<file path="config.mk">
export PLATFORM = sky130hd
export DESIGN_NAME = clipped_rect_fill_blit_engine_core
export DESIGN_NICKNAME = d
export VERILOG_FILES = /design/src/rtl/crfb_pkg.sv /design/src/rtl/crfb_front.sv /design/src/rtl/crfb_queue.sv /design/src/rtl/crfb_back.sv /design/src/rtl/clipped_rect_fill_blit_engine_core.sv
export SDC_FILE = /design/constraint.sdc
export NUM_CORES = 2
export LEC_CHECK = 0
export BUFFER_PORTS_ARGS = -buffer_cell sky130_fd_sc_hd__clkbuf_2
export CAP_MARGIN = 20
export CORE_MARGIN = 5
export CORE_UTILIZATION = 67
export CTS_BUF_LIST = sky130_fd_sc_hd__clkbuf_8 sky130_fd_sc_hd__clkbuf_16
export DETAILED_ROUTE_END_ITERATION = 7
export PLACE_DENSITY = 0.86
export SLEW_MARGIN = 10
export SYNTH_ARGS = -nofsm -noshare
export SYNTH_HDL_FRONTEND = slang
export SYNTH_SLANG_ARGS = --single-unit
</file>
<file path="constraint.sdc">
create_clock -name clock -period 11.5 [get_ports clock]
set_input_delay 2.3 -clock clock [delete_from_list [all_inputs] [get_ports clock]]
set_output_delay 2.3 -clock clock [all_outputs]
set_load 0.02 [all_outputs]
</file>
<file path="src/rtl/crfb_pkg.sv">
`timescale 1ns / 1ps
`default_nettype none

package crfb_pkg;

   localparam int CoordW = 12;
   localparam int EndW   = CoordW + 1;
   localparam int ProdW  = CoordW + 16;
   localparam int OffW   = CoordW + 2;
   localparam int QDepth = 2;
   localparam int QPtrW  = $clog2(QDepth);
   localparam int QCntW  = $clog2(QDepth + 1);

   localparam logic [15:0]     RstRowPitch = 16'd5120;
   localparam logic [CoordW-1:0] RstScreenW = CoordW'(12'd1280);
   localparam logic [CoordW-1:0] RstScreenH = CoordW'(12'd720);

   typedef enum logic [2:0] {
      REG_ENABLE       = 3'd0,
      REG_FB_BASE      = 3'd1,
      REG_ROW_PITCH    = 3'd2,
      REG_SCREEN_WIDTH = 3'd3,
      REG_SCREEN_HEIGHT = 3'd4,
      REG_PIXEL_FORMAT = 3'd5
   } reg_index_type;

   typedef enum logic [1:0] {
      MODE_DRAW  = 2'd0,
      MODE_FILL  = 2'd1,
      MODE_BLIT  = 2'd2,
      MODE_STEP  = 2'd3
   } mode_type;

   typedef enum logic [1:0] {
      FMT_ARGB32 = 2'd0,
      FMT_RGB565 = 2'd1,
      FMT_BGR24  = 2'd2
   } fmt_type;

   typedef enum logic [1:0] {
      ST_OK       = 2'd0,
      ST_DISABLED = 2'd1,
      ST_EMPTY    = 2'd2,
      ST_NO_RUN   = 2'd3
   } status_type;

   typedef enum logic [2:0] {
      KIND_REJECT = 3'd0,
      KIND_DRAW   = 3'd1,
      KIND_START  = 3'd2,
      KIND_CANCEL = 3'd3,
      KIND_STEP   = 3'd4
   } kind_type;

   typedef struct packed {
      logic              enable;
      logic [31:0]       fb_base;
      logic [15:0]       row_pitch;
      logic [CoordW-1:0] screen_width;
      logic [CoordW-1:0] screen_height;
      logic [1:0]        pixel_format;
   } cfg_type;

   typedef struct packed {
      kind_type          kind;
      status_type        status;
      logic              blit;
      logic [CoordW-1:0] col;
      logic [CoordW-1:0] row;
      logic [EndW-1:0]   col_end;
      logic [EndW-1:0]   row_end;
      logic [ProdW-1:0]  prod;
      logic [31:0]       color;
   } entry_type;

endpackage

`default_nettype wire

</file>
<file path="src/rtl/crfb_front.sv">
`timescale 1ns / 1ps
`default_nettype none

module crfb_front (
   input  crfb_pkg::cfg_type   cfg,
   input  logic [1:0]          mode,
   input  logic [15:0]         pos_x,
   input  logic [15:0]         pos_y,
   input  logic [15:0]         rect_w,
   input  logic [15:0]         rect_h,
   input  logic [31:0]         color,
   output crfb_pkg::entry_type entry
);
   import crfb_pkg::*;

   logic signed [16:0] x0;
   logic signed [16:0] y0;
   logic signed [16:0] x1;
   logic signed [16:0] y1;
   logic signed [16:0] x1c;
   logic signed [16:0] y1c;
   logic signed [16:0] sw_s;
   logic signed [16:0] sh_s;
   logic               draw_in;
   logic               start_empty;
   logic [CoordW-1:0]  mul_row;
   mode_type           md;

   always_comb begin
      md   = mode_type'(mode);
      sw_s = $signed(17'(cfg.screen_width));
      sh_s = $signed(17'(cfg.screen_height));
      x0   = pos_x[15] ? 17'sd0 : $signed({1'b0, pos_x});
      y0   = pos_y[15] ? 17'sd0 : $signed({1'b0, pos_y});
      x1   = $signed({pos_x[15], pos_x}) + $signed({rect_w[15], rect_w});
      y1   = $signed({pos_y[15], pos_y}) + $signed({rect_h[15], rect_h});
      x1c  = (x1 > sw_s) ? sw_s : x1;
      y1c  = (y1 > sh_s) ? sh_s : y1;
      start_empty = rect_w[15] || (rect_w == 16'd0) || rect_h[15] || (rect_h == 16'd0) ||
                    (x1c <= x0) || (y1c <= y0);
      draw_in = !pos_x[15] && !pos_y[15] &&
                (pos_x[14:0] < 15'(cfg.screen_width)) &&
                (pos_y[14:0] < 15'(cfg.screen_height));

      mul_row = (md == MODE_DRAW) ? pos_y[CoordW-1:0] : y0[CoordW-1:0];

      entry         = '0;
      entry.color   = color;
      entry.blit    = (md == MODE_BLIT);
      entry.col     = (md == MODE_DRAW) ? pos_x[CoordW-1:0] : x0[CoordW-1:0];
      entry.row     = y0[CoordW-1:0];
      entry.col_end = x1c[EndW-1:0];
      entry.row_end = y1c[EndW-1:0];
      entry.prod    = ProdW'(mul_row) * ProdW'(cfg.row_pitch);
      entry.status  = ST_OK;

      if (!cfg.enable) begin
         entry.kind   = KIND_REJECT;
         entry.status = ST_DISABLED;
      end else begin
         unique case (md)
            MODE_DRAW: begin
               entry.kind   = draw_in ? KIND_DRAW : KIND_REJECT;
               entry.status = draw_in ? ST_OK : ST_EMPTY;
            end
            MODE_FILL, MODE_BLIT: begin
               entry.kind = start_empty ? KIND_CANCEL : KIND_START;
            end
            MODE_STEP: begin
               entry.kind = KIND_STEP;
            end
            default: begin
               entry.kind = KIND_STEP;
            end
         endcase
      end
   end

endmodule

`default_nettype wire

</file>
<file path="src/rtl/crfb_queue.sv">
`timescale 1ns / 1ps
`default_nettype none

module crfb_queue (
   input  logic                clock,
   input  logic                reset,
   input  logic                push,
   input  crfb_pkg::entry_type push_entry,
   input  logic                pop,
   output crfb_pkg::entry_type head,
   output logic                not_empty,
   output logic                full
);
   import crfb_pkg::*;

   entry_type        slot_ff [QDepth];
   logic [QPtrW-1:0] wr_ptr_ff;
   logic [QPtrW-1:0] wr_ptr_in;
   logic [QPtrW-1:0] rd_ptr_ff;
   logic [QPtrW-1:0] rd_ptr_in;
   logic [QCntW-1:0] count_ff;
   logic [QCntW-1:0] count_in;

   assign head      = slot_ff[rd_ptr_ff];
   assign not_empty = (count_ff != '0);
   assign full      = (count_ff == QCntW'(QDepth));

   always_comb begin
      wr_ptr_in = wr_ptr_ff;
      rd_ptr_in = rd_ptr_ff;
      count_in  = count_ff;
      if (push) begin
         wr_ptr_in = (wr_ptr_ff == QPtrW'(QDepth - 1)) ? '0 : wr_ptr_ff + 1'b1;
      end
      if (pop) begin
         rd_ptr_in = (rd_ptr_ff == QPtrW'(QDepth - 1)) ? '0 : rd_ptr_ff + 1'b1;
      end
      if (push && !pop) begin
         count_in = count_ff + 1'b1;
      end else if (pop && !push) begin
         count_in = count_ff - 1'b1;
      end
   end

   always_ff @(posedge clock) begin
      if (reset) begin
         wr_ptr_ff <= '0;
         rd_ptr_ff <= '0;
         count_ff  <= '0;
      end else begin
         wr_ptr_ff <= wr_ptr_in;
         rd_ptr_ff <= rd_ptr_in;
         count_ff  <= count_in;
      end
   end

   always_ff @(posedge clock) begin
      if (push) begin
         slot_ff[wr_ptr_ff] <= push_entry;
      end
   end

   a_count_bound: assert property (@(posedge clock) disable iff (reset)
      count_ff <= QCntW'(QDepth))
      else $error("queue count above depth");

   a_push_grows: assert property (@(posedge clock) disable iff (reset)
      push && !pop |=> count_ff == QCntW'($past(count_ff) + 1'b1))
      else $error("queue count did not grow on push");

endmodule

`default_nettype wire

</file>
<file path="src/rtl/crfb_back.sv">
`timescale 1ns / 1ps
`default_nettype none

module crfb_back (
   input  logic                clock,
   input  logic                reset,
   input  crfb_pkg::cfg_type   cfg,
   input  crfb_pkg::entry_type entry,
   input  logic                entry_valid,
   output logic                entry_pop,
   output logic                rsp_valid,
   input  logic                rsp_stall,
   output logic                rsp_write_valid,
   output logic [31:0]         rsp_write_addr,
   output logic [31:0]         rsp_write_data,
   output logic [3:0]          rsp_byte_enable,
   output logic                rsp_last_pixel,
   output logic [1:0]          rsp_status
);
   import crfb_pkg::*;

   function automatic logic [OffW-1:0] col_offset(input logic [1:0] fmt,
                                                  input logic [CoordW-1:0] col);
      logic [OffW-1:0] c;
      c = OffW'(col);
      unique case (fmt_type'(fmt))
         FMT_ARGB32: col_offset = c << 2;
         FMT_RGB565: col_offset = c << 1;
         default:    col_offset = (c << 1) + c;
      endcase
   endfunction

   function automatic logic [31:0] pixel_data(input logic [1:0] fmt,
                                              input logic [31:0] c);
      unique case (fmt_type'(fmt))
         FMT_ARGB32: pixel_data = c;
         FMT_RGB565: pixel_data = {16'd0, c[23:19], c[15:10], c[7:3]};
         default:    pixel_data = {8'd0, c[23:0]};
      endcase
   endfunction

   function automatic logic [3:0] pixel_be(input logic [1:0] fmt);
      unique case (fmt_type'(fmt))
         FMT_ARGB32: pixel_be = 4'hF;
         FMT_RGB565: pixel_be = 4'h3;
         default:    pixel_be = 4'h7;
      endcase
   endfunction

   logic              run_active_ff, run_active_in;
   logic              run_is_blit_ff, run_is_blit_in;
   logic [CoordW-1:0] cursor_col_ff, cursor_col_in;
   logic [CoordW-1:0] cursor_row_ff, cursor_row_in;
   logic [CoordW-1:0] clip_left_ff, clip_left_in;
   logic [EndW-1:0]   clip_right_end_ff, clip_right_end_in;
   logic [EndW-1:0]   clip_bottom_end_ff, clip_bottom_end_in;
   logic [31:0]       held_color_ff, held_color_in;
   logic [31:0]       row_start_addr_ff, row_start_addr_in;

   logic              rsp_valid_ff, rsp_valid_in;
   logic              write_valid_ff, write_valid_in;
   logic [31:0]       write_addr_ff, write_addr_in;
   logic [31:0]       write_data_ff, write_data_in;
   logic [3:0]        byte_enable_ff, byte_enable_in;
   logic              last_pixel_ff, last_pixel_in;
   status_type        status_ff, status_in;

   logic [EndW-1:0]   col_next;
   logic [EndW-1:0]   row_next;
   logic              row_done;
   logic              last_row;
   logic [CoordW-1:0] off_col;
   logic [OffW-1:0]   off;

   assign entry_pop = entry_valid && (!rsp_valid_ff || !rsp_stall);

   always_comb begin
      col_next = EndW'(cursor_col_ff) + 1'b1;
      row_next = EndW'(cursor_row_ff) + 1'b1;
      row_done = (col_next >= clip_right_end_ff);
      last_row = (row_next >= clip_bottom_end_ff);
      off_col  = (entry.kind == KIND_STEP) ? cursor_col_ff : entry.col;
      off      = col_offset(cfg.pixel_format, off_col);

      run_active_in      = run_active_ff;
      run_is_blit_in     = run_is_blit_ff;
      cursor_col_in      = cursor_col_ff;
      cursor_row_in      = cursor_row_ff;
      clip_left_in       = clip_left_ff;
      clip_right_end_in  = clip_right_end_ff;
      clip_bottom_end_in = clip_bottom_end_ff;
      held_color_in      = held_color_ff;
      row_start_addr_in  = row_start_addr_ff;

      rsp_valid_in   = rsp_valid_ff && rsp_stall;
      write_valid_in = write_valid_ff;
      write_addr_in  = write_addr_ff;
      write_data_in  = write_data_ff;
      byte_enable_in = byte_enable_ff;
      last_pixel_in  = last_pixel_ff;
      status_in      = status_ff;

      if (entry_pop) begin
         rsp_valid_in   = 1'b1;
         write_valid_in = 1'b0;
         write_addr_in  = '0;
         write_data_in  = '0;
         byte_enable_in = '0;
         last_pixel_in  = 1'b0;
         status_in      = ST_OK;
         unique case (entry.kind)
            KIND_REJECT: begin
               status_in = entry.status;
            end
            KIND_CANCEL: begin
               status_in     = ST_EMPTY;
               run_active_in = 1'b0;
            end
            KIND_START: begin
               run_active_in      = 1'b1;
               run_is_blit_in     = entry.blit;
               clip_left_in       = entry.col;
               clip_right_end_in  = entry.col_end;
               clip_bottom_end_in = entry.row_end;
               cursor_col_in      = entry.col;
               cursor_row_in      = entry.row;
               held_color_in      = entry.color;
               row_start_addr_in  = cfg.fb_base + 32'(entry.prod);
            end
            KIND_DRAW: begin
               write_valid_in = 1'b1;
               write_addr_in  = cfg.fb_base + 32'(entry.prod) + 32'(off);
               write_data_in  = pixel_data(cfg.pixel_format, entry.color);
               byte_enable_in = pixel_be(cfg.pixel_format);
            end
            KIND_STEP: begin
               if (!run_active_ff) begin
                  status_in = ST_NO_RUN;
               end else begin
                  write_valid_in = 1'b1;
                  write_addr_in  = row_start_addr_ff + 32'(off);
                  write_data_in  = pixel_data(cfg.pixel_format,
                                              run_is_blit_ff ? entry.color : held_color_ff);
                  byte_enable_in = pixel_be(cfg.pixel_format);
                  last_pixel_in  = row_done && last_row;
                  if (row_done) begin
                     if (last_row) begin
                        run_active_in = 1'b0;
                     end else begin
                        cursor_col_in     = clip_left_ff;
                        cursor_row_in     = row_next[CoordW-1:0];
                        row_start_addr_in = row_start_addr_ff + 32'(cfg.row_pitch);
                     end
                  end else begin
                     cursor_col_in = col_next[CoordW-1:0];
                  end
               end
            end
            default: begin
               status_in = entry.status;
            end
         endcase
      end
   end

   always_ff @(posedge clock) begin
      if (reset) begin
         run_active_ff <= 1'b0;
         rsp_valid_ff  <= 1'b0;
      end else begin
         run_active_ff <= run_active_in;
         rsp_valid_ff  <= rsp_valid_in;
      end
   end

   always_ff @(posedge clock) begin
      run_is_blit_ff     <= run_is_blit_in;
      cursor_col_ff      <= cursor_col_in;
      cursor_row_ff      <= cursor_row_in;
      clip_left_ff       <= clip_left_in;
      clip_right_end_ff  <= clip_right_end_in;
      clip_bottom_end_ff <= clip_bottom_end_in;
      held_color_ff      <= held_color_in;
      row_start_addr_ff  <= row_start_addr_in;
      write_valid_ff     <= write_valid_in;
      write_addr_ff      <= write_addr_in;
      write_data_ff      <= write_data_in;
      byte_enable_ff     <= byte_enable_in;
      last_pixel_ff      <= last_pixel_in;
      status_ff          <= status_in;
   end

   assign rsp_valid       = rsp_valid_ff;
   assign rsp_write_valid = write_valid_ff;
   assign rsp_write_addr  = write_addr_ff;
   assign rsp_write_data  = write_data_ff;
   assign rsp_byte_enable = byte_enable_ff;
   assign rsp_last_pixel  = last_pixel_ff;
   assign rsp_status      = status_ff;

   a_cursor_inside: assert property (@(posedge clock) disable iff (reset)
      run_active_ff |-> (EndW'(cursor_col_ff) < clip_right_end_ff) &&
                        (EndW'(cursor_row_ff) < clip_bottom_end_ff))
      else $error("run cursor outside clip rectangle");

   a_last_ends_run: assert property (@(posedge clock) disable iff (reset)
      entry_pop && (entry.kind == KIND_STEP) && run_active_ff && row_done && last_row
      |=> !run_active_ff && last_pixel_ff)
      else $error("final pixel did not close the run");

   a_idle_fields_zero: assert property (@(posedge clock) disable iff (reset)
      rsp_valid_ff && !write_valid_ff |-> (write_addr_ff == '0) && (write_data_ff == '0) &&
                                          (byte_enable_ff == '0) && !last_pixel_ff)
      else $error("write fields set on a result without a write");

endmodule

`default_nettype wire

</file>
<file path="src/rtl/clipped_rect_fill_blit_engine_core.sv">
// path: a taken req word is written into the queue, then into the back end's rsp registers
// throughput: one word per cycle while rsp_stall is low, set by the cursor update in the back end
// req_stall rises only when the two-entry queue is full behind a stalled rsp side
// reset: synchronous, active high; clears the queue, the run and the rsp valid
// configuration registers return to their documented reset values; no memory, no clearing pass
`timescale 1ns / 1ps
`default_nettype none

module clipped_rect_fill_blit_engine_core (
   input  logic        clock,
   input  logic        reset,
   input  logic        req_valid,
   output logic        req_stall,
   input  logic [1:0]  req_mode,
   input  logic [15:0] req_pos_x,
   input  logic [15:0] req_pos_y,
   input  logic [15:0] req_rect_w,
   input  logic [15:0] req_rect_h,
   input  logic [31:0] req_color,
   output logic        rsp_valid,
   input  logic        rsp_stall,
   output logic        rsp_write_valid,
   output logic [31:0] rsp_write_addr,
   output logic [31:0] rsp_write_data,
   output logic [3:0]  rsp_byte_enable,
   output logic        rsp_last_pixel,
   output logic [1:0]  rsp_status,
   input  logic        csr_valid,
   output logic        csr_ready,
   input  logic [2:0]  csr_index,
   input  logic [31:0] csr_wdata
);
   import crfb_pkg::*;

   cfg_type   cfg_ff;
   cfg_type   cfg_in;
   entry_type front_entry;
   entry_type head_entry;
   logic      q_push;
   logic      q_pop;
   logic      q_not_empty;
   logic      q_full;

   assign csr_ready = 1'b1;

   always_comb begin
      cfg_in = cfg_ff;
      if (csr_valid && csr_ready) begin
         unique case (reg_index_type'(csr_index))
            REG_ENABLE:        cfg_in.enable        = csr_wdata[0];
            REG_FB_BASE:       cfg_in.fb_base       = csr_wdata;
            REG_ROW_PITCH:     cfg_in.row_pitch     = csr_wdata[15:0];
            REG_SCREEN_WIDTH:  cfg_in.screen_width  = CoordW'(csr_wdata[11:0]);
            REG_SCREEN_HEIGHT: cfg_in.screen_height = CoordW'(csr_wdata[11:0]);
            REG_PIXEL_FORMAT:  cfg_in.pixel_format  = csr_wdata[1:0];
            default: begin
               cfg_in = cfg_ff;
            end
         endcase
      end
   end

   always_ff @(posedge clock) begin
      if (reset) begin
         cfg_ff.enable        <= 1'b0;
         cfg_ff.fb_base       <= '0;
         cfg_ff.row_pitch     <= RstRowPitch;
         cfg_ff.screen_width  <= RstScreenW;
         cfg_ff.screen_height <= RstScreenH;
         cfg_ff.pixel_format  <= FMT_ARGB32;
      end else begin
         cfg_ff <= cfg_in;
      end
   end

   assign req_stall = q_full;
   assign q_push    = req_valid && !q_full;

   crfb_front u_front (
      .cfg    (cfg_ff),
      .mode   (req_mode),
      .pos_x  (req_pos_x),
      .pos_y  (req_pos_y),
      .rect_w (req_rect_w),
      .rect_h (req_rect_h),
      .color  (req_color),
      .entry  (front_entry)
   );

   crfb_queue u_queue (
      .clock      (clock),
      .reset      (reset),
      .push       (q_push),
      .push_entry (front_entry),
      .pop        (q_pop),
      .head       (head_entry),
      .not_empty  (q_not_empty),
      .full       (q_full)
   );

   crfb_back u_back (
      .clock           (clock),
      .reset           (reset),
      .cfg             (cfg_ff),
      .entry           (head_entry),
      .entry_valid     (q_not_empty),
      .entry_pop       (q_pop),
      .rsp_valid       (rsp_valid),
      .rsp_stall       (rsp_stall),
      .rsp_write_valid (rsp_write_valid),
      .rsp_write_addr  (rsp_write_addr),
      .rsp_write_data  (rsp_write_data),
      .rsp_byte_enable (rsp_byte_enable),
      .rsp_last_pixel  (rsp_last_pixel),
      .rsp_status      (rsp_status)
   );

endmodule

`default_nettype wire

</file>
==> results.toml <==
[run_status]
outcome = "finished, final reports clean"

[grt]
grt_max_degree = 83
overflow = 0
grt_antenna_before_repair = 5
grtUsageTotal_pct = 30.12
grt_pass1_wl_mm = 139.6
first_global_vias = 26760

[floorplanning]
core_um2 = 52550
dieArea_um2 = 57720
die_y_um = 240.2
row_count = 84
ioPinCount = 213
die_width_um = 240.2
initial_core_util_pct = 67.59

[timing]
final_hold_viol_count = 0
fin_tns_setup_ns = 0
min_period_ns = 8.892
setup_viol = 0
holdWs_ns = 0.4644
layout_setup_ws_ns = 2.608
maxSlewViolCount = 0
relSlewSlack_pct = 27.76
fmax_mhz = 112.5
fin_skew_ns = 0.02157
timing.final.crit_share_pct = 77.32
worst_pin_slew_ns = 1.084
rsz0062_at_grt = "false"

[layout]
finalInstanceArea_um2 = 38740
drive_above_1_share_pct = 12.35
fin_util_pct = 73.73
instances_no_fill = 4342
num-fill-cells = 3613
nets = 4184
areaGrowthSynthToFinish_pct = 9.078

[cts]
cts_resized = 0
h-tree-depth = 2
cts-root-buf = "clkbuf_16"
cts_hold_buf = 0
cts-buffers-inserted = 51
cts_tree = "built"
clk_latency_ns = 0.61
postCtsSetupRepairBufs = 0
cts_max_path_buffers = 3
clock_sinks = 511
path_clk_slew_ns = 0.06

[worst_setup_path]
critical_path_class = "primary input to flop"
end_kind = "flop"
r2r_end = "u_back.rsp_write_addr[31]"
crit_required_ns = 11.84
critPathMostFrequentCell = "fa_1"
crit_path_max_incr_delay_ns = 0.62
cp_max_fo = 67
worstRegToRegCells = 25
rrSetupSlack_ns = 3.77
cp-start-kind = "primary input"
path_buf_inv = 6
slowest_stage = "and2_0"
cp.arrival_ns = 9.23
crit_family = "adder cells"

[synth]
synthFlopType = "edfxtp_1"
yosysUniqueCellTypes = 91
synth_seq_cells = 511
synth_fp_nets = 4036
synth_top_area_cell = "edfxtp_1"
synth_top_area_share_pct = 36.27
synth_area_um2 = 35520
yosys_warnings = 0
ys_seq_area_share_pct = 40.89
ys_async_sr_fraction_pct = 0
syn_avg_cell_area_um2 = 10.26
synth_cells = 3461
synth_area_leaders = "edfxtp_1 36%, ha_1 10%, fa_1 8.3%"
synth_edf_count = 429

[pwr]
power.total_mw = 7.197
p_seq_share_pct = 36.8
ir_worst_vdd_v = 0.0001760
powerDensity_nw_per_um2 = 185.8
p_leak_nw = 16.19
p_comb_share_pct = 40.7
power_frac_clock_pct = 22.5
p_sw_share_pct = 37.29
intPower_mw = 4.514
netSwitchingPower_mw = 2.684

[detailed_routing]
drtAntennaViolNets = 0
routed_wl_mm = 88.41
firstDrtPassIters = 8
vias = 27114
drc = 0
wl_per_cell_um = 20.36
viasPerCell = 6.245
drt_iter0_drc = 2286

[min_path]
holdPathEnd = "cfg_ff[48]"
hp-start = "cfg_ff[48]"
hold_depth = 2
hp-class = "flop to flop"

[placement]
dp_hpwl_mm = 64.90
port_buffers = 211
place.gp.congestion = 0.9191
placed_cells = 4241
pre_cts_slack_ns = 2.062
dpl-instance-area_um2 = 37090

[run]
drv_cap = 0
## power groups by stage
stage	clock [mW]	sequential, mW	combinational (mW)
finish	1.62	2.65	2.93
global route	1.71	2.68	3.20
CTS	1.63	2.65	2.90
detailed placement	0	2.69	2.87
global placement	0	2.67	2.78
floorplan	0	2.77	2.05
## cell type report
type | count | area, um^2 | area share (%)
diodes | 3 | 7.507 | 0.01938
clock buffers | 53 | 1304 | 3.365
clock inverters | 42 | 306.5 | 0.7912
inverters | 276 | 1037 | 2.677
multi-input cells | 2532 | 19430 | 50.16
flip-flops and latches | 511 | 14530 | 37.50
well taps | 688 | 860.8 | 2.222
repair buffers | 237 | 1266 | 3.268
## worst max-delay path by stage
stage                start                     end  slack, ns  cells after the start
6_report       req_mode[0]  u_queue.slot_ff[1][57]       2.61                     25
5_1_grt        req_mode[0]  u_queue.slot_ff[1][57]       2.16                     24
4_1_cts        req_mode[0]  u_queue.slot_ff[1][57]       2.67                     25
3_5_place_dp   req_mode[0]  u_queue.slot_ff[1][57]       2.06                     25
3_3_place_gp   req_mode[0]  u_queue.slot_ff[0][57]       2.20                     24
2_1_floorplan  req_mode[0]  u_queue.slot_ff[0][58]       3.13                     25
## cell usage in the layout, fill, tap and decap left out, types with 81 or more instances in the layout
master / netlist / layout
nand2_1: 455 / 454
edfxtp_1: 429 / 429
ha_1: 290 / 290
inv_1: 276 / 282
a21oi_1: 232 / 231
clkbuf_2: 0 / 211
nor2_1: 177 / 175
fa_1: 147 / 147
o21ai_0: 129 / 129
xnor2_1: 112 / 112
mux2_2: 107 / 107
dfxtp_1: 82 / 81
## worst min-delay path, stage by stage, from the launching register on
cell     delay, ns
dfxtp_1       0.31
nand2_1       0.05
a21oi_1       0.05
## layer usage
layer  GRT usage, %  vias to the layer above  part of all wire (%)
li1               -                    12569                     -
met1          40.68                    13078                    40
met2          50.25                     1228                    48
met3          4.175                      237                   7.8
met4          11.14                        2                   3.8
met5              0                        -                 0.015
## flip-flops by register name, summed over array words and instances (netlist names), 3 cells and up, named ones only
name and cells:
u_back.clip_left_ff 12, u_back.rsp_write_data 32, u_back.clip_bottom_end_ff 13, u_back.row_start_addr_ff 32, u_back.cursor_row_ff 12, u_queue.slot_ff 232
u_back.held_color_ff 32, cfg_ff 75, u_back.cursor_col_ff 12, u_back.clip_right_end_ff 13, u_back.rsp_byte_enable 3, u_back.rsp_write_addr 32
## cell families after synthesis
logic type,share of synthesized area [%]
compound gates,12.19
flops,40.89
fa+ha+maj,18.50
simple gates,14.19
xor+xnor,4.512
mux,5.217
other cells,0.01056
buf+inv,4.491
## synthesized netlist by cell type (all sizes together), types with 7 or more instances
master   instances
a211oi          28
a21boi          17
a21o            46
a21oi          236
a31oi           12
and2            43
and3            75
and4             9
buf             25
clkbuf         117
dfxtp           82
edfxtp         429
fa             147
ha             290
inv            276
mux2           113
mux2i           58
nand2          455
nand2b          69
nand3           51
nand3b          11
nand4           32
nor2           177
nor2b           43
nor3            42
nor4            21
o211ai          19
o21a            46
o21ai          138
o21bai          15
o22ai           25
o2bb2ai         13
o31a             7
o31ai            8
or3             11
xnor2          112
xor2            71
Note: power is estimated with default switching activity, not from simulation.
